**src/hdl/tfd_ram.sv**
```systemverilog
// ----------------------------------------------------------------------------
// Generic RAM
// One write port, one read port, registered read data held between reads.
// ----------------------------------------------------------------------------
`default_nettype none

module tfd_ram #(
  parameter  int WIDTH = 8,
  parameter  int DEPTH = 64,
  localparam int AW    = $clog2(DEPTH)
) (
  input  logic             clk,
  input  logic             we,
  input  logic [AW-1:0]    waddr,
  input  logic [WIDTH-1:0] wdata,
  input  logic             re,
  input  logic [AW-1:0]    raddr,
  output logic [WIDTH-1:0] rdata
);

  logic [WIDTH-1:0] mem [DEPTH];

  // Write port
  always_ff @(posedge clk) begin
    if (we) begin
      mem[waddr] <= wdata;
    end
  end

  // Read port, data held until the next read
  always_ff @(posedge clk) begin
    if (re) begin
      rdata <= mem[raddr];
    end
  end

endmodule

`default_nettype wire

```
**config.mk**
```make
export PLATFORM = sky130hd
export DESIGN_NAME = tfd_ram
export DESIGN_NICKNAME = d
export VERILOG_FILES = /design/src/hdl/tfd_ram.sv
export SDC_FILE = /design/constraint.sdc
export NUM_CORES = 1
export LEC_CHECK = 0
export BUFFER_PORTS_ARGS = -buffer_cell sky130_fd_sc_hd__buf_2
export CORE_UTILIZATION = 47
export DETAILED_ROUTE_END_ITERATION = 8
export PLACE_DENSITY = 0.59
export SKIP_LAST_GASP = 1
export SYNTH_ARGS = -nofsm -noshare
export SYNTH_HDL_FRONTEND = slang
export SYNTH_SLANG_ARGS = --single-unit
```
**constraint.sdc**
```tcl
create_clock -name clk -period 4 [get_ports clk]
set_input_delay 0 -clock clk [delete_from_list [all_inputs] [get_ports clk]]
set_output_delay 0 -clock clk [all_outputs]
set_load 0.03 [all_outputs]
```
-- Word-level counts from Yosys, hierarchy flattened
Memory sizes are Yosys's and may differ from the RTL's. A register that Yosys moved wholly into a read port is not among the register bits.
Cells that the tools add are included.
- register bits after elaboration: 0
- memory bits (writable): 512
- output and inout bits: 8
- logic and storage cells: 3
- memories: 1
- memories (memory ; depth ; width ; rd ports ; clocked after memory_dff ; write ports ; RTL line ; source):
    mem ; 64 ; 8 ; 1 ; 1 ; 1 ; 21 ; logic [WIDTH-1:0] mem [DEPTH];
- muxes and demuxes: 2
- operators with widths (cell ; number):
    2-to-1 mux 1 bit ; 2

-- Longest topological paths before layout
- depth in word-level cells: 2
- mapped depth: 9

-- Worst setup path before layout
No wires, ideal clock.
- path type: register -> register
- start: mem mem[29][4]
- end: reg rdata[4] (read register of mem), data pin
- library setup time: 0.270 ns
- data arrival time: 1.560 ns
- setup slack: 2.170 ns
- cell stages (with the launch flop): 6
- path buffers: 0
- cell sequence: edfxtp_1 -> mux4_2 -> mux2_2 -> o221a_2 -> nor3_1 -> o32ai_1
- RTL lines (item ; RTL line ; source):
    start: declaration ; 21 ;
    end: declaration ; 18 ; output logic [WIDTH-1:0] rdata

==> summary.md <==
| Metric | Value |
|---|---|
| Status | `complete, no violations` |
| Post-CTS Setup Bufs | `0` |
| DR vias/cell | `6.072` |
| Top FF cell, synth | `edfxtp_1` |
| Cell Pwr Density | `502.2 nW/um^2` |
| Largest stage delay, worst path | `990 ps` |
| HP Class | `in2reg` |
| Crit path kind | `reg2reg` |
| Tcrit/Tclk final | `approximately three fifths` |
| Number of max-cap violations | `0` |
| Hold_sp | `wdata[2]` |
| Reg-to-reg slack, setup | `1610 ps` |
| Final Util | `between 50% and 60%` |
| Std cell rows | `75` |
| DRC | `0` |
| Maximum fanout along the worst path | `1` |
| Core area | `42230 sq um` |
| Placed inst area | `20940 sq um` |
| Ranking of synthesized cells by area | `edfxtp_1, mux4_2, nor2_1, mux2i_1, mux2_2` |
| Crit path DAT | `2690 ps` |
| Hold Path End | `mem[0][2]` |
| Synth warnings | `0` |
| Post-synth top area share | `just under 80%` |
| Final worst path period need | `2386 ps` |
| Clock transition at the registers of the reported paths | `60 ps` |
| Largest net degree at the start of global routing | `65` |
| Sum Neg Setup Slack | `0 ps` |
| RSZ-0062 raised after global routing | `no` |
| Max VDD drop | `269.9 uV` |
| Worst R2R Path Depth | `4` |
| Synth async-reset ratio | `0%` |
| Gate power share | `4.9%` |
| Number of global-route vias before repair | `9858` |
| GR Overflow Total | `0` |
| Routability Congestion | `0.8230` |
| Die X-Extent | `209.6 microns` |
| Avg Cell Area, Syn | `21.54 sq um` |
| Internal power | `0.008979 W` |
| Nets | `1021` |
| Slew @ Worst Pin | `1222 ps` |
| Peak Freq | `419.2 MHz` |
| Hpwl dp | `26.83 mm` |
| EDFF count, synth | `520` |
| Family with the most delay on the worst path | `compound AO/OA/AOI/OAI gates` |
| CP required | `around 4300 ps` |
| CP bufs+invs | `0` |
| Clock Root Buffer | `clkbuf_16` |
| Antenna violations before repair | `1` |
| Worst R2R Start | `mem[0][5]` |
| Worst hold stages | `2` |
| Post_cts resized | `0` |
| Critical Path End Type | `register` |
| Mapped Cells | `940` |
| CTS tree | `done` |
| Wire length per cell | `roughly 29 microns` |
| Die ar. | `43910 sq um` |
| Layout cells sized above 1 | `25.87%` |
| Critical path launch point type | `register` |
| Yosys reg bits | `520` |
| Rel. slew slack | `a little under a fifth` |
| Max Root-Sink Buffers | `3` |
| Netlist cell types | `39` |
| Critical path cell sequence | `mux4_2 > nor2b_1 > a2111oi_0 > o41ai_1` |
| Yosys top cell by area | `edfxtp_1` |
| Critical path's slowest cell | `a2111oi_0` |
| Skew final | `16.39 ps` |
| Fin area | `22640 sq um` |
| Sequential share of the synthesized area | `77.12%` |
| Clock sinks | `520` |
| CTS Buf Count | `52` |
| Net Switching | `0.002389 W` |
| Vias | `9570` |
| Fill count | `3233` |
| Net Sw Frac | `between 20% and 30%` |
| Die height | `209.6 microns` |
| H-tree Lvls | `2` |
| Final setup fails | `0` |
| Leakage power | `7.029 nW` |
| Port Buf Inserts | `30` |
| Seq pwr share | `53.3%` |
| Hold Vio Cnt, Final | `0` |
| Pre-antenna DRT Iters | `5` |
| Cell Area, Synth | `20250 sq um` |
| Slew Limit Fails | `0` |
| Area Growth Syn to Fin | `11.80%` |
| Clock group share of total power | `41.8%` |
| Worst hold slack | `84.51 ps` |
| Total Wirelength | `~45 mm` |
| GRT Total Usage | `about a fifth` |
| Initial DRC count | `982` |
| I/O pin count | `31` |
| First-pass GRT wire length | `about 67 mm` |
| Syn Nets | `963` |
| Clock Latency Late Sink | `590 ps` |
| Starting Density | `47.95%` |
| RR Endpoint | `rdata[5]` |
| Antenna Nets Post-Route | `0` |
[stage by stage]
stage	setup slack (ps)	instances	power [W]
global route	1544	1576	0.01167
CTS	1615	1575	0.01145
global placement	1260	1478	0.006736
finish	1614	1576	0.01137
detailed placement	1242	1478	0.006745
floorplan	2170	940	0.006504
[synthesized netlist by cell type, drive strengths merged (4+ instances only)]
library cell and number:
a211oi 4, a221oi 6, buf 34, clkbuf 17, edfxtp 520, mux2 13
mux2i 23, mux4 126, nand2 19, nand2b 7, nand3 13, nor2 83
nor2b 14, nor3 7, o21ai 4, o221ai 8, o22ai 8
[sequential cells by signal, summed over array words and instances, names as in the netlist]
signal	cells
mem	512
rdata	8
[kinds of logic (layout without fill, tap and decap cells)]
| logic type | after synthesis | count (layout) | synth area share (%) |
|---|---|---|---|
| AND/OR/NAND/NOR | 153 | 153 | 3.374 |
| multiplexers | 162 | 162 | 15.88 |
| buffers and inverters | 51 | 147 | 1.563 |
| AO/OA/AOI/OAI | 54 | 54 | 2.064 |
| other | 0 | 1 | 0 |
| flip-flops | 520 | 520 | 77.12 |
[power by group through the flow]
stage	clock (W)	sequential [W]	combinational (W)
floorplan	0	0.00618	0.000322
global placement	0	0.00618	0.000561
detailed placement	0	0.00618	0.000569
CTS	0.00482	0.00606	0.000572
global route	0.00500	0.00606	0.000600
finish	0.00475	0.00606	0.000562
[cells in the final DEF, fill, tap and decap left out, types with 5 or more instances in the layout]
master	synthesis	layout
nand3_1	13	13
clkbuf_16	0	53
nand2b_1	7	7
o22ai_1	8	8
o221ai_1	8	8
nor2b_1	14	14
buf_4	13	20
bufinv_16	0	5
nor2_1	83	83
clkinv_1	0	11
edfxtp_1	520	520
a221oi_1	6	6
dlygate4sd3_1	0	5
nor3_1	7	7
mux2_2	13	13
nand2_1	19	19
mux4_2	126	126
clkinv_2	0	15
buf_2	11	27
mux2i_1	23	23
[layer usage]
metal  global-route usage [%]  share of wire [%]
met1                    31.30                 44
met2                    33.22                 48
met3                    3.561                5.8
met4                    6.746                2.3
met5                        0                  0
[worst reg2reg max path, stage by stage, from the launching register on]
cell and delay (ps):
edfxtp_1 370, mux4_2 460, nor2b_1 140, a2111oi_0 990, o41ai_1 150
[how the worst max path moves through the flow]
| stage | from | to | slack (ps) | cells past startpoint |
|---|---|---|---|---|
| after global placement | raddr[0] | rdata[6] | 1260 | 6 |
| final | mem[0][5] | rdata[5] | 1610 | 4 |
| after global routing | mem[0][5] | rdata[5] | 1540 | 4 |
| after floorplan | mem[29][4] | rdata[4] | 2170 | 5 |
| after CTS | mem[29][6] | rdata[6] | 1610 | 5 |
| after detailed placement | raddr[0] | rdata[6] | 1240 | 6 |
[cell type report]
class	instances	area (sq um)	area share [%]
Timing Repair Buffer	55	389.1	1.719
Tap cell	539	674.4	2.979
Clock inverter	35	299.0	1.321
Multi-Input combinational cell	369	4315	19.06
Clock buffer	57	1341	5.925
Sequential cell	520	15620	68.98
Antenna cell	1	2.502	0.01105
[repair_timing]
action,CTS,global route
hold buffers,5,0
hold endpoints to repair,23,0
endpoints found under the setup margin,0,0
Note: power is estimated with default switching activity, not from simulation.
