## config.mk

```make
export PLATFORM = sky130hd
export DESIGN_NAME = tfd_hunt
export DESIGN_NICKNAME = d
export VERILOG_FILES = /design/src/hdl/tfd_pkg.sv /design/src/hdl/tfd_hunt.sv
export SDC_FILE = /design/constraint.sdc
export NUM_CORES = 1
export LEC_CHECK = 0
export ABC_CLOCK_PERIOD_IN_PS = 8500
export BUFFER_PORTS_ARGS = -buffer_cell sky130_fd_sc_hd__clkbuf_2
export CAP_MARGIN = 20
export CORE_MARGIN = 5
export CORE_UTILIZATION = 51
export DETAILED_ROUTE_END_ITERATION = 10
export GPL_ROUTABILITY_DRIVEN = 0
export GPL_TIMING_DRIVEN = 0
export HOLD_SLACK_MARGIN = 0.08
export PLACE_DENSITY = 0.95
export SYNTH_ARGS = -nofsm -noshare
export SYNTH_HDL_FRONTEND = slang
export SYNTH_SLANG_ARGS = --single-unit
```

## constraint.sdc

```tcl
create_clock -name clk -period 8.5 [get_ports clk]
set_input_delay 0.425 -clock clk [delete_from_list [all_inputs] [get_ports clk]]
set_output_delay 0.425 -clock clk [all_outputs]
set_load 0.01 [all_outputs]
```

## src/hdl/tfd_pkg.sv

```systemverilog
// ----------------------------------------------------------------------------
// Typed frame deframer package
// Sizes, type codes, register indexes and the structs shared by the modules.
// ----------------------------------------------------------------------------
`default_nettype none

package tfd_pkg;

  // Frame store geometry
  localparam int MAX_FRAME_LEN = 64;
  localparam int TYPE_SLOTS    = 16;
  localparam int ADDR_W        = $clog2(MAX_FRAME_LEN);
  localparam int CNT_W         = $clog2(MAX_FRAME_LEN + 1);

  // Field widths
  localparam int BYTE_W     = 8;
  localparam int INDEX_W    = 6;
  localparam int TYPE_W     = 4;
  localparam int LEN_W      = 7;
  localparam int TCOUNT_W   = 5;
  localparam int OVH_W      = 6;
  localparam int CFG_IDX_W  = 3;
  localparam int CFG_DATA_W = 64;

  // Message type codes with a variable length
  localparam logic [TYPE_W-1:0] BUS_TYPE     = 4'd2;
  localparam logic [TYPE_W-1:0] CHUNK_TYPE_A = 4'd6;
  localparam logic [TYPE_W-1:0] CHUNK_TYPE_B = 4'd9;

  localparam logic [BYTE_W-1:0] BUS_COUNT_MAX = 8'd8;
  localparam logic [BYTE_W-1:0] MIN_TABLE_LEN = 8'd2;
  localparam logic [CNT_W-1:0]  COUNT_POS     = CNT_W'(3);

  // Configuration register indexes
  typedef enum logic [CFG_IDX_W-1:0] {
    REG_START_BYTE  = 3'd0,
    REG_TYPE_COUNT  = 3'd1,
    REG_LENGTHS_LO  = 3'd2,
    REG_LENGTHS_HI  = 3'd3,
    REG_BUS_OVH     = 3'd4,
    REG_CHUNK_OVH   = 3'd5,
    REG_CHUNK_MAX   = 3'd6
  } cfg_reg_e;

  typedef struct packed {
    logic [BYTE_W-1:0]     start_byte;
    logic [TCOUNT_W-1:0]   type_count;
    logic [CFG_DATA_W-1:0] lengths_lo;
    logic [CFG_DATA_W-1:0] lengths_hi;
    logic [OVH_W-1:0]      bus_ovh;
    logic [OVH_W-1:0]      chunk_ovh;
    logic [OVH_W-1:0]      chunk_max;
  } cfg_t;

  // Frame store write port
  typedef struct packed {
    logic              we;
    logic [ADDR_W-1:0] addr;
    logic [BYTE_W-1:0] data;
  } mem_wr_t;

  // Frame store read port
  typedef struct packed {
    logic              re;
    logic [ADDR_W-1:0] addr;
  } mem_rd_t;

  // Completed frame handed from receiver to emitter
  typedef struct packed {
    logic              start;
    logic [TYPE_W-1:0] ftype;
    logic [LEN_W-1:0]  flen;
  } emit_req_t;

endpackage

`default_nettype wire

```

## src/hdl/tfd_hunt.sv

```systemverilog
// ----------------------------------------------------------------------------
// Frame receiver
// Hunts for start and type bytes, tracks the frame length and writes each
// frame byte into the frame store. Flags a completed frame to the emitter.
// ----------------------------------------------------------------------------
`default_nettype none

module tfd_hunt import tfd_pkg::*; (
  input  logic              clk,
  input  logic              rst,
  input  logic              fire,
  input  logic [BYTE_W-1:0] data_byte,
  input  cfg_t              cfg,
  output mem_wr_t           wr,
  output emit_req_t         req
);

  typedef enum logic [1:0] {
    S_HUNT,
    S_TYPE,
    S_BODY
  } state_t;

  state_t              state, state_next;
  logic [TYPE_W-1:0]   cur_type, cur_type_next;
  logic [CNT_W-1:0]    rcount, rcount_next;
  logic [CNT_W-1:0]    exp_len, exp_len_next;
  logic [CNT_W-1:0]    rcount_inc;
  logic [TCOUNT_W-1:0] limit;
  logic [CFG_DATA_W-1:0] tbl_word;
  logic [BYTE_W-1:0]   tbl_raw;
  logic [BYTE_W-1:0]   tlen;
  logic                bad_count;
  logic [BYTE_W:0]     plen;

  function automatic logic is_variable(input logic [TYPE_W-1:0] t);
    return (t == BUS_TYPE) || (t == CHUNK_TYPE_A) || (t == CHUNK_TYPE_B);
  endfunction

  // Type limit, table length and patched length
  always_comb begin
    limit    = (cfg.type_count < TCOUNT_W'(TYPE_SLOTS)) ? cfg.type_count
                                                        : TCOUNT_W'(TYPE_SLOTS);
    tbl_word = data_byte[3] ? cfg.lengths_hi : cfg.lengths_lo;
    tbl_raw  = tbl_word[{data_byte[2:0], 3'b000} +: BYTE_W];
    tlen     = (tbl_raw < MIN_TABLE_LEN) ? MIN_TABLE_LEN : tbl_raw;
    rcount_inc = rcount + 1'b1;
    if (cur_type == BUS_TYPE) begin
      bad_count = data_byte > BUS_COUNT_MAX;
      plen      = {1'b0, data_byte} + (BYTE_W+1)'(cfg.bus_ovh);
    end else begin
      bad_count = data_byte > BYTE_W'(cfg.chunk_max);
      plen      = {1'b0, data_byte} + (BYTE_W+1)'(cfg.chunk_ovh);
    end
  end

  // Advance the receive state on each accepted item
  always_comb begin
    state_next    = state;
    cur_type_next = cur_type;
    rcount_next   = rcount;
    exp_len_next  = exp_len;
    wr.we         = 1'b0;
    wr.addr       = rcount[ADDR_W-1:0];
    wr.data       = data_byte;
    req.start     = 1'b0;
    req.ftype     = cur_type;
    req.flen      = LEN_W'(exp_len);
    if (fire) begin
      case (state)
        S_HUNT: begin
          if (data_byte == cfg.start_byte) begin
            wr.we      = 1'b1;
            wr.addr    = '0;
            state_next = S_TYPE;
          end
        end
        S_TYPE: begin
          if (data_byte >= BYTE_W'(limit)) begin
            // unknown type: drop and restart the hunt
            state_next = S_HUNT;
          end else begin
            cur_type_next = data_byte[TYPE_W-1:0];
            wr.we         = 1'b1;
            wr.addr       = ADDR_W'(1);
            rcount_next   = CNT_W'(2);
            if (tlen == MIN_TABLE_LEN) begin
              // two-byte frame completes on its type byte
              req.start    = 1'b1;
              req.ftype    = data_byte[TYPE_W-1:0];
              req.flen     = LEN_W'(2);
              exp_len_next = CNT_W'(2);
              state_next   = S_HUNT;
            end else if (is_variable(data_byte[TYPE_W-1:0])) begin
              exp_len_next = COUNT_POS;
              state_next   = S_BODY;
            end else if (tlen > BYTE_W'(MAX_FRAME_LEN)) begin
              state_next = S_HUNT;
            end else begin
              exp_len_next = tlen[CNT_W-1:0];
              state_next   = S_BODY;
            end
          end
        end
        S_BODY: begin
          if (rcount >= CNT_W'(MAX_FRAME_LEN) || rcount >= exp_len) begin
            state_next = S_HUNT;
          end else begin
            wr.we       = 1'b1;
            rcount_next = rcount_inc;
            if (is_variable(cur_type) && rcount_inc == COUNT_POS) begin
              // count byte: patch the length or abandon the frame
              if (bad_count || plen > (BYTE_W+1)'(MAX_FRAME_LEN) ||
                  plen < (BYTE_W+1)'(COUNT_POS)) begin
                state_next = S_HUNT;
              end else begin
                exp_len_next = plen[CNT_W-1:0];
                if (plen == (BYTE_W+1)'(COUNT_POS)) begin
                  req.start  = 1'b1;
                  req.flen   = LEN_W'(COUNT_POS);
                  state_next = S_HUNT;
                end
              end
            end else if (rcount_inc >= exp_len) begin
              req.start  = 1'b1;
              state_next = S_HUNT;
            end
          end
        end
        default: begin
          state_next = S_HUNT;
        end
      endcase
    end
  end

  // Hold receive state
  always_ff @(posedge clk) begin
    if (rst) begin
      state    <= S_HUNT;
      cur_type <= '0;
      rcount   <= '0;
      exp_len  <= '0;
    end else begin
      state    <= state_next;
      cur_type <= cur_type_next;
      rcount   <= rcount_next;
      exp_len  <= exp_len_next;
    end
  end

endmodule

`default_nettype wire

```

# Word level (Yosys, flattened, before mapping)
# Cells that the tools add are included.
# classes
n_mux	48
n_mul	0
eq_ne	20
add_sub_neg	3
bitwise_logic	1
n_div	0
n_lt_le_gt_ge	11
shifts	1
n_reduce_logical	14
# op_table
cell	n
$mux 7	16
$mux 64	1
$shiftx 64x7->8	1
$pmux 7 s2	3
$mux 12	3
$mux 2	10
$add 8x6->9	2
$ge 7x7->1	2
$pmux 6 s2	1
$ne 2x2->1 const B	5
$eq 9x2->1 const B	1
$gt 9x7->1 const B	1
$lt 9x2->1 const B	1
$mux 9	1
$eq 4x2->1 const B	2
$eq 4x3->1 const B	2
$eq 4x4->1 const B	2
$eq 8x2->1 const B	1
$eq 8x8->1	1
$ge 8x5->1	1
$gt 8x4->1 const B	1
$gt 8x6->1	1
$gt 8x7->1 const B	1
$lt 8x2->1 const B	1
23 further kinds	37
# word_totals
ramBits	0
regBits	20
mem_bits_ro	0
mem_count	0
output_inout_bits	27
latch_bits	0
word_cells	102
inputBits	170

# Depth between registers and ports, before layout
# Gate-level depths: netlist (run 1).
# logic_depth
ltp_word	10
depth_mapped	15
depth_no_buf	13

# Worst setup path before layout (run 1)
# OpenSTA, ideal clock, no wires.
# synth_timing
path_kind	register -> register
start	register cur_type[1]
end	register state[1]
setup_ns	0.070
path_slack_ns	4.459
stages_incl_launch_ff	15
required_ns	8.430
path_buffers	1
arrival_time_ns	3.971
period_less_slack_ns	4.041
cell_sequence	dfxtp_1 nor3b_1 nor2b_1 clkbuf_1 mux2_2 ha_1 fa_1 a211oi_2 or4b_1 o311ai_1 a2111oi_1 nor4_4 a221o_1 or3_1 a21oi_1
# synth_via
elab_chain_cells	9
word_cells_on_any_way	20
cone_classes	order compare: 2; eq/ne: 6; mux: 6; reduce/logical: 6
# synth_lines
element	line	source
start: declaration	tfd_hunt.sv:25	logic [TYPE_W-1:0] cur_type, cur_type_next;
start signal: assignment	tfd_hunt.sv:146	cur_type <= cur_type_next;
$eq 4x2->1	tfd_hunt.sv:37, tfd_hunt.sv:48	
$mux 9	tfd_hunt.sv:48	if (cur_type == BUS_TYPE) begin
$gt 9x7->1	tfd_hunt.sv:113	if (bad_count || plen > (BYTE_W+1)'(MAX_FRAME_LEN) ||
$logic_or 1x1->1 (2 in a row)	tfd_hunt.sv:113	
$mux 2	tfd_hunt.sv:113	
$mux 2	tfd_hunt.sv:111	if (is_variable(cur_type) && rcount_inc == COUNT_POS) begin
$mux 2	tfd_hunt.sv:106	if (rcount >= CNT_W'(MAX_FRAME_LEN) || rcount >= exp_len) begin
$pmux 2 s3	tfd_hunt.sv:70	case (state)
end signal: assignment	tfd_hunt.sv:145	state <= state_next;
end: declaration	tfd_hunt.sv:24	state_t state, state_next;
# Parallel ways exist; a longest one is shown, timed or not.
# A chain may end at the register's enable or synchronous reset.

==> results of run 1 <==
critical path: stages (launching register included):
cell and delay (ns):
dfxtp_1 0.37, nor3b_1 0.27, nor2b_1 0.26, clkbuf_1 0.38, mux2_2 0.40, ha_1 0.21
fa_1 0.42, a211oi_2 0.35, o21ba_2 0.20, o221ai_1 0.18, nor4b_1 0.58, nand2_1 0.10
nor3_1 0.29, a22oi_1 0.16, a21oi_1 0.21, clkbuf_2 0.16
state kept, by name, indices dropped and copies added, names as in the netlist:
signal / count
cur_type: 4
exp_len: 7
rcount: 7
state: 2
through the flow:
stage / cell area [µm²] / hold WS, ns / util [%] / power [W]
detailed placement: 4875 / 0.4997 / 67.21 / 0.0002787
global placement: 4875 / 0.4817 / 67.21 / 0.0002715
CTS: 4946 / 0.5102 / 68.19 / 0.0003749
global route: 4949 / 0.5323 / 68.22 / 0.0003963
finish: 4949 / 0.5186 / 68.22 / 0.0003787
floorplan: 3780 / 0.4496 / - / 0.0002073
placed cells by master (no fill, tap or decap), types with 11 or more instances in the layout:
cell / count
xnor2_1: 13
nand2_1: 15
a21oi_1: 25
mux4_2: 17
and2_1: 11
mux2i_1: 33
clkbuf_2: 194
o221ai_1: 11
inv_1: 23
ha_1: 39
dfxtp_1: 20
nor2_1: 38
o21ai_0: 13
area by class of cell:
type                    instances  area, µm²
diodes                          1      2.502
clock inverters                 1      30.03
repair buffers                194      970.9
clock buffers                   3      41.29
well taps                      99      123.9
multi-input cells             358       3095
fillers                       582       2305
inverters                      24      90.09
flip-flops and latches         20      400.4
plain buffers                  30      193.9
how the worst max path moves through the flow:
| stage | from | end | slack (ns) | cells after the start |
|---|---|---|---|---|
| final | cur_type[1] | req[11] | 3.27 | 15 |
| after global routing | cur_type[1] | req[11] | 2.89 | 15 |
| after CTS | cur_type[1] | req[1] | 3.38 | 15 |
| after detailed placement | cur_type[1] | req[1] | 3.76 | 15 |
| after global placement | cur_type[1] | req[1] | 3.89 | 15 |
| after floorplan | cur_type[1] | state[1] | 4.46 | 14 |
logic make-up after synthesis:
group / count (synthesis)
flip-flops: 20
buffers and inverters: 54
XOR/XNOR: 14
AND/OR/NAND/NOR: 122
multiplexers: 60
adder cells (fa/ha/maj): 40
AO/OA/AOI/OAI: 122
layer usage:
metal,vias to the layer above,global-route usage (%),share of wire (%)
met5,-,0,0
met4,0,18.25,6.2
met3,71,7.193,9.0
met2,317,56.70,52
met1,2096,32.23,33
li1,2077,-,-
power by group:
part           internal (W)  switching [W]
registers         0.0000938    0.000000231
logic             0.0000910      0.0000967
clock network     0.0000629      0.0000342
total              0.000248       0.000131
synthesized netlist by cell type, types with 3 or more instances:
cell / count
a211o_1: 4
a211oi_1: 4
a21oi_1: 25
a221oi_1: 7
a22oi_1: 10
a311oi_1: 6
a31oi_1: 4
and2_1: 11
buf_2: 10
buf_4: 8
buf_6: 3
clkbuf_1: 6
dfxtp_1: 20
ha_1: 39
inv_1: 23
mux2_2: 8
mux2i_1: 33
mux4_2: 17
nand2_1: 15
nand2b_1: 7
nand3_1: 8
nand4_1: 3
nor2_1: 38
nor2b_1: 6
nor3_1: 9
nor3b_1: 4
o211ai_1: 3
o21ai_0: 13
o21bai_1: 6
o221ai_1: 11
o22ai_1: 5
xnor2_1: 13
==> flow_summary.toml, run 1 <==
[yosys]
synth_top_family_by_area = "compound AO/OA/AOI/OAI gates"
ys_seq_elements = 20
synthAdderAreaFrac_pct = 13.44
synth-main-ff-cell = "dfxtp_1"
synth-xor-area-share_pct = 3.244
yosys.area.top_type_share_pct = 12.91
synth_compound_area_share_pct = 24.56
synth_area_um2 = 3780
synth_area_leaders = "ha_1, dfxtp_1, mux4_2"
yosys_warnings = 0
synth_seq_area_share_pct = 10.59
synth_edf_count = 0
synthSimpleGateAreaFrac_pct = 18.01
synth_nets = 642
yosysTopAreaCell = "ha_1"
avgSynthCellArea_um2 = 8.750
synth_mux_area_share_pct = 22.64
syn_inst = 432
yosysUniqueCellTypes = 72
async_flop_share_pct = 0

[setup_path]
r2r_slack_ns = 3.71
arrival_ns = 4.81
critical_path_class = "register to output port"
path_max_fanout = 8
end_kind = "output port"
rr_worst_depth = 14
required_ns = 8.08
r2r-start = "cur_type[1]"
r2r_end = "state[1]"
startpoint_type = "register"

[detailed_routing]
firstDrtPassIters = 5
ant_nets = 0
wl_per_cell_um = 20.13
drt_iter0_markers = 304
vias = 4561
vias_per_cell = 6.248
totalWireLength_um = 14700
drcViolationCount = 0

[worst_hold_path]
hold_path_end = "exp_len[1]"
hold_path_class = "register to register"
min_from = "exp_len[1]"
whs_path_depth = 2

[final_layout]
layout.nets = 841
drive_gt1_share_pct = 41.43
area_growth_pct = 30.92
stdcell_count = 730

[timing]
hold_viol = 0
setup_viol_count_final = 0
finalWorstSetupSlack_ns = 3.268
grt_setup_unrepaired = "false"
relSlewSlack_pct = 37.77
tns_ns = 0
fin_skew_ns = 0.004426
worstMarginPinSlew_ns = 0.9335
timing.fmax_ghz = 0.1911
slew_viol_final = 0
fin_crit_ns = 5.232
period_share_pct = 61.56

[global_routing]
globalRouteOverflowTotal = 0
track_usage_pct = 31.14
grt_pass1_wl_um = 22100
antenna_found_initial = 1
first_global_vias = 4570
grt_max_degree = 13

[floorplan]
pin_count = 197
dieArea_um2 = 9233
die_y_um = 96.09
core_um2 = 7253
placementRows = 31
initial_utilization_pct = 52.11
die_w_um = 96.09

[clocking]
insertion_delay_ns = 0.26
cts_buffers = 3
root_buffer = "clkbuf_8"
ctsResizeCount = 0
cts_hold_buffers = 0
cts_tree = "yes"
clock_sinks = 20
cts_buffer_depth = 2
cts.clk_slew.worst_paths_ns = 0.08
cts_setup_buffers = 0
ctsHtreeMaxLevel = 1

[place]
place_ws_ns = 3.756
dp_cells = 725
port_buffers = 194
dp_hpwl_um = 12750

[pwr]
cellPowerDensity_nw_per_um2 = 76.54
vdd_ir_drop_max_uv = 89.54
power_leakage_nw = 2.341

[run_status]
status = "complete, no violations"

[flow_run]
maxCapViolations = 0
Power figures use the tool's default switching activity.
==> run 2, diff against run 1 <==
Settings changed: ABC_AREA set to 1, ABC_CLOCK_PERIOD_IN_PS 8500 to 4600, CORE_UTILIZATION 51 to 44, PLACE_DENSITY 0.95 to 0.89.
Clock period 8.5 ns to 4.6 ns, I/O delays scaled along.
==> run 2 against run 1 <==
  * Worst hold slack got worse by 0.27 ns
  * Non-clock buffer count grew 9
  * Clock skew about the same
  * Critical path depth up 5
  * Synthesized cell count up 90%
  * Largest power group unchanged
  * Combinational power rose to 2.8 times the previous value
  * Sequential cell count unchanged
  * Global-route usage down 5.8 points
  * Core utilization decreased by 11 points
  * Cell count rose by 58%
==> flow_summary.toml, run 2 <==
[global_routing]
grt_pass1_wl_um = 24470
globalRouteOverflowTotal = 0
antenna_found_initial = 0
grt_max_degree = 13
first_global_vias = 5336
track_usage_pct = 25.36

[pwr]
power_leakage_nw = 3.305
cellPowerDensity_nw_per_um2 = 161.3
vdd_ir_drop_max_uv = 111.6

[setup_path]
rr_worst_depth = 21
path_max_fanout = 8
r2r_end = "exp_len[4]"
critical_path_class = "register to output port"
arrival_ns = 3.84
r2r_slack_ns = 1.09
critPathMaxStageDelay_ns = 0.44
r2r-start = "cur_type[3]"
required_ns = 4.37
cpMostUsedCell = "nand3_1"
cp_slowest_cell = "fa_1"
end_kind = "output port"
path_cells = "inv_1, nand3_1, nor2_2, inv_1, nand2_1, nand2_1, ha_1, fa_1, nand3_1, nand3_1, xor2_1, nor2_1, nand3_1, nand3_1, nor3b_1, nand3_1, nand2_1, nand2_1, inv_1, clkbuf_2"
startpoint_type = "register"

[worst_hold_path]
min_from = "rst"
hold_path_end = "rcount[4]"
hold_path_class = "primary input to register"
whs_path_depth = 2

[yosys]
synth_seq_area_share_pct = 9.289
synthTopCellsByCount = "nand2_1, nor2_1, inv_1"
synth_area_leaders = "nand2_1, ha_1, nor2_1"
synth_nets = 1029
yosysTopAreaCell = "nand2_1"
synth_edf_count = 0
yosysUniqueCellTypes = 41
synth_area_um2 = 4310
syn_inst = 819
yosysMostFrequentCell = "nand2_1"
yosys.area.top_type_share_pct = 24.56
ys_seq_elements = 20
avgSynthCellArea_um2 = 5.263
yosys_warnings = 0
async_flop_share_pct = 0
synth-main-ff-cell = "dfxtp_1"

[detailed_routing]
drcViolationCount = 0
vias_per_cell = 4.926
wl_per_cell_um = 13.30
ant_nets = 0
vias = 5675
firstDrtPassIters = 5
drt_iter0_markers = 373
totalWireLength_um = 15320

[timing]
fin_crit_ns = 4.067
tns_ns = 0
relSlewSlack_pct = 45.91
fin_skew_ns = 0.004384
slew_viol_final = 0
timing.fmax_ghz = 0.2459
grt_setup_unrepaired = "false"
worstMarginPinSlew_ns = 0.8051
setup_viol_count_final = 0
holdWs_ns = 0.2460
period_share_pct = 88.41
hold_viol = 0

[final_layout]
reg_top3 = "exp_len (7), rcount (7), cur_type (4)"
most-common-layout-cells = "nand2_1, clkbuf_2, nor2_1"
area_growth_pct = 28.27
n_antenna_cell = 0
design_area_um2 = 5529
layout.nets = 1230
final_common_cell = "nand2_1"
drive_gt1_share_pct = 25.61

[floorplan]
pin_count = 197
die_w_um = 109.0
die_y_um = 109.0
core_um2 = 9684
dieArea_um2 = 11880
placementRows = 36
initial_utilization_pct = 44.51

[clocking]
root_buffer = "clkbuf_8"
cts_setup_buffers = 0
cts_buffer_depth = 2
cts_hold_buffers = 0
cts.clk_slew.worst_paths_ns = 0.08
ctsHtreeMaxLevel = 1
cts_buffers = 3
ctsResizeCount = 0
insertion_delay_ns = 0.26
clock_sinks = 20
cts_tree = "yes"

[run_status]
status = "complete, no violations"

[flow_run]
maxCapViolations = 0

[place]
placed_cell_area_um2 = 5458
port_buffers = 196
dp_hpwl_um = 12720
run 2: cell types whose count changed after synthesis, moves of 9 or more:
| cell | before | now |
|---|---|---|
| nand4_1 | 3 | 17 |
| o221ai_1 | 11 | 0 |
| nand3_1 | 8 | 66 |
| mux4_2 | 17 | 0 |
| nand2_1 | 15 | 282 |
| and2_1 | 11 | 1 |
| a22oi_1 | 10 | 1 |
| o21ai_1 | 1 | 10 |
| mux2i_1 | 33 | 0 |
| nor2_1 | 38 | 115 |
| xnor2_1 | 13 | 1 |
| inv_1 | 23 | 106 |
| o21ai_0 | 13 | 26 |
| or2_2 | 0 | 9 |
run 2: final cells by class:
| class | instances | area, µm² |
|---|---|---|
| Multi-Input combinational cell | 649 | 3224 |
| Fill cell | 1032 | 4155 |
| Sequential cell | 20 | 400.4 |
| Tap cell | 133 | 166.4 |
| Inverter | 113 | 424.2 |
| Clock buffer | 3 | 41.29 |
| Buffer | 37 | 261.5 |
| Timing Repair Buffer | 196 | 980.9 |
| Clock inverter | 1 | 30.03 |
run 2: kinds of logic after synthesis:
group           share of synthesized area, %
simple gates                           51.26
buf+inv                                15.91
compound gates                         10.33
fa+ha+maj                              11.79
flops                                  9.289
xor+xnor                               1.422
run 2: worst max-delay path, delay by kind of cell, from the launching register on:
kind          cells  cell delay (ns)
flops             1             0.34
xor+xnor          1             0.28
fa+ha+maj         2             0.66
simple gates     13             1.79
buf+inv           4             0.49
run 2: through the flow:
stage	utilization [%]	cells	total power (W)	setup WS, ns
final	57.09	1152	0.0008918	0.5333
after detailed placement	56.36	1148	0.0007080	0.8573
after CTS	57.09	1152	0.0008867	0.5558
after floorplan	-	819	0.0005326	1.634
after global routing	57.09	1152	0.0009701	0.08580
after global placement	56.36	1148	0.0006977	0.9009
run 2: layer usage:
| metal | global-route usage (%) | part of all wire [%] | routed length, µm | up-vias |
|---|---|---|---|---|
| li1 | - | - | - | 2972 |
| met1 | 33.46 | 43 | 6566 | 2458 |
| met2 | 45.04 | 48 | 7391 | 224 |
| met3 | 2.901 | 7.9 | 1205 | 21 |
| met4 | 3.877 | 1.1 | 161 | 0 |
| met5 | 0 | 0 | 0 | - |
run 2: report_power, final:
group,internal [W],switching [W],total (W)
Clock,0.000116,0.0000627,0.000179
Sequential,0.000184,0.00000847,0.000192
Combinational,0.000216,0.000305,0.000521
run 2: worst max-delay path by stage:
| stage | cells after the start | slack [ns] | to | from |
|---|---|---|---|---|
| after floorplan | 18 | 1.63 | req[2] | cur_type[3] |
| after global placement | 19 | 0.90 | req[3] | cur_type[3] |
| after detailed placement | 20 | 0.86 | req[0] | cur_type[3] |
| after CTS | 20 | 0.56 | req[0] | cur_type[3] |
| after global routing | 19 | 0.09 | req[0] | cur_type[1] |
| final | 20 | 0.53 | req[0] | cur_type[3] |
==> run 3, diff against run 2 <==
Settings changed: RECOVER_POWER set to 50.
==> run 3 against run 2 <==
  * Via count up 0.19%
  * Power about the same
  * Maximum frequency down 0.74%
  * Core utilization down 0.18 points
  * Sequential cell count unchanged
==> flow_summary.toml, run 3 (synthesis results as in run 2) <==
[run_status]
status = "complete, no violations"

[timing]
fin_crit_ns = 4.097
grt_setup_unrepaired = "false"
tns_ns = 0
period_share_pct = 89.07
timing.fmax_ghz = 0.2441
slew_viol_final = 0
setup_viol_count_final = 0
hold_viol = 0
worstMarginPinSlew_ns = 0.8077
fin_skew_ns = 0.005743
relSlewSlack_pct = 45.74

[setup_path]
r2r_end = "exp_len[4]"
r2r_slack_ns = 1.07
cp-endpoint = "req[0]"
end_kind = "output port"
required_ns = 4.37
startpoint_type = "register"
arrival_ns = 3.87
crit_start = "cur_type[3]"
r2r-start = "cur_type[3]"
path_max_fanout = 8
critical_path_class = "register to output port"
rr_worst_depth = 21

[final_layout]
drive_gt1_share_pct = 24.14
final_common_cell = "nand2_1"
nFillCells = 1039
stdcell_count = 1152
n_antenna_cell = 0
most-common-layout-cells = "nand2_1, clkbuf_2, nor2_1"
area_growth_pct = 27.87
layout.nets = 1230
reg_top3 = "exp_len (7), rcount (7), cur_type (4)"

[global_routing]
grt_max_degree = 13
globalRouteOverflowTotal = 0
antenna_found_initial = 0
track_usage_pct = 25.36
first_global_vias = 5336
grt_pass1_wl_um = 24470

[detailed_routing]
ant_nets = 0
totalWireLength_um = 15330
drcViolationCount = 0
vias_per_cell = 4.936
firstDrtPassIters = 5
vias = 5686
wl_per_cell_um = 13.31
drt_iter0_markers = 394

[clocking]
ctsHtreeMaxLevel = 1
clock_sinks = 20
insertion_delay_ns = 0.26
cts_hold_buffers = 0
cts_setup_buffers = 0
cts.clk_slew.worst_paths_ns = 0.08
root_buffer = "clkbuf_8"
cts_buffers = 3
cts_tree = "yes"
ctsResizeCount = 0
cts_buffer_depth = 2

[pwr]
power_leakage_nw = 3.262
cellPowerDensity_nw_per_um2 = 161.7
vdd_ir_drop_max_uv = 111.7

[floorplan]
initial_utilization_pct = 44.51
die_y_um = 109.0
pin_count = 197
dieArea_um2 = 11880
placementRows = 36
die_w_um = 109.0
core_um2 = 9684

[place]
port_buffers = 196
dp_hpwl_um = 12720
dp_cells = 1148

[worst_hold_path]
hold_path_class = "primary input to register"

[flow_run]
maxCapViolations = 0
[run 3: cell count changes in the layout (fill, tap and decap cells not counted), sizes merged]
cell    previous run  this run
buf               32        31
clkbuf           204       205
[run 3: worst max-delay path: stages (launching register included)]
cell and delay [ns]:
dfxtp_1 0.34, inv_1 0.07, nand3_1 0.10, nor2_2 0.35, inv_1 0.24, nand2_1 0.10
nand2_1 0.06, ha_1 0.22, fa_1 0.44, nand3_1 0.12, nand3_1 0.10, xor2_1 0.29
nor2_1 0.12, nand3_1 0.08, nand3_1 0.11, nor3b_1 0.37, nand3_1 0.14, nand2_1 0.10
nand2_1 0.06, inv_1 0.06, clkbuf_2 0.12
[run 3: power by group]
| part | leakage, nW | internal (W) | switching [W] |
|---|---|---|---|
| Combinational | 3.07 | 0.000214 | 0.000305 |
| Clock | 0.0357 | 0.000116 | 0.0000634 |
| Sequential | 0.161 | 0.000184 | 0.00000858 |
[run 3: per-layer routing]
metal | share of wire (%) | GRT usage [%]
met1 | 43 | 33.46
met2 | 48 | 45.04
met3 | 7.6 | 2.901
met4 | 1.1 | 3.877
met5 | 0 | 0
[run 3: metrics by stage]
stage / instance area, µm² / power, W / utilization, % / hold WS [ns] / setup WS (ns)
after global placement: 5458 / 0.0006977 / 56.36 / 0.4607 / 0.9009
after global routing: 5512 / 0.0009685 / 56.91 / 0.2647 / 0.08579
after CTS: 5529 / 0.0008867 / 57.09 / 0.2391 / 0.5558
after detailed placement: 5458 / 0.0007080 / 56.36 / 0.4678 / 0.8573
after floorplan: 4310 / 0.0005326 / - / 0.2991 / 1.634
final: 5512 / 0.0008910 / 56.91 / 0.2448 / 0.5029
[run 3: final cells by class]
| cell class | count | area [µm²] | share of cell area, % |
|---|---|---|---|
| Buffer | 37 | 260.3 | 4.722 |
| Clock buffer | 3 | 41.29 | 0.7491 |
| Clock inverter | 1 | 30.03 | 0.5448 |
| Inverter | 113 | 424.2 | 7.696 |
| Multi-Input combinational cell | 649 | 3224 | 58.50 |
| Sequential cell | 20 | 400.4 | 7.264 |
| Tap cell | 133 | 166.4 | 3.019 |
| Timing Repair Buffer | 196 | 964.7 | 17.50 |
[run 3: how the worst min path moves through the flow]
| stage | start | end | slack, ns | cells past startpoint |
|---|---|---|---|---|
| final | rst | rcount[4] | 0.24 | 2 |
| after global routing | rst | rcount[2] | 0.26 | 2 |
| after CTS | rst | rcount[4] | 0.24 | 2 |
| after detailed placement | exp_len[3] | exp_len[3] | 0.47 | 2 |
| after global placement | exp_len[5] | exp_len[5] | 0.46 | 2 |
| after floorplan | rst | rcount[2] | 0.30 | 1 |
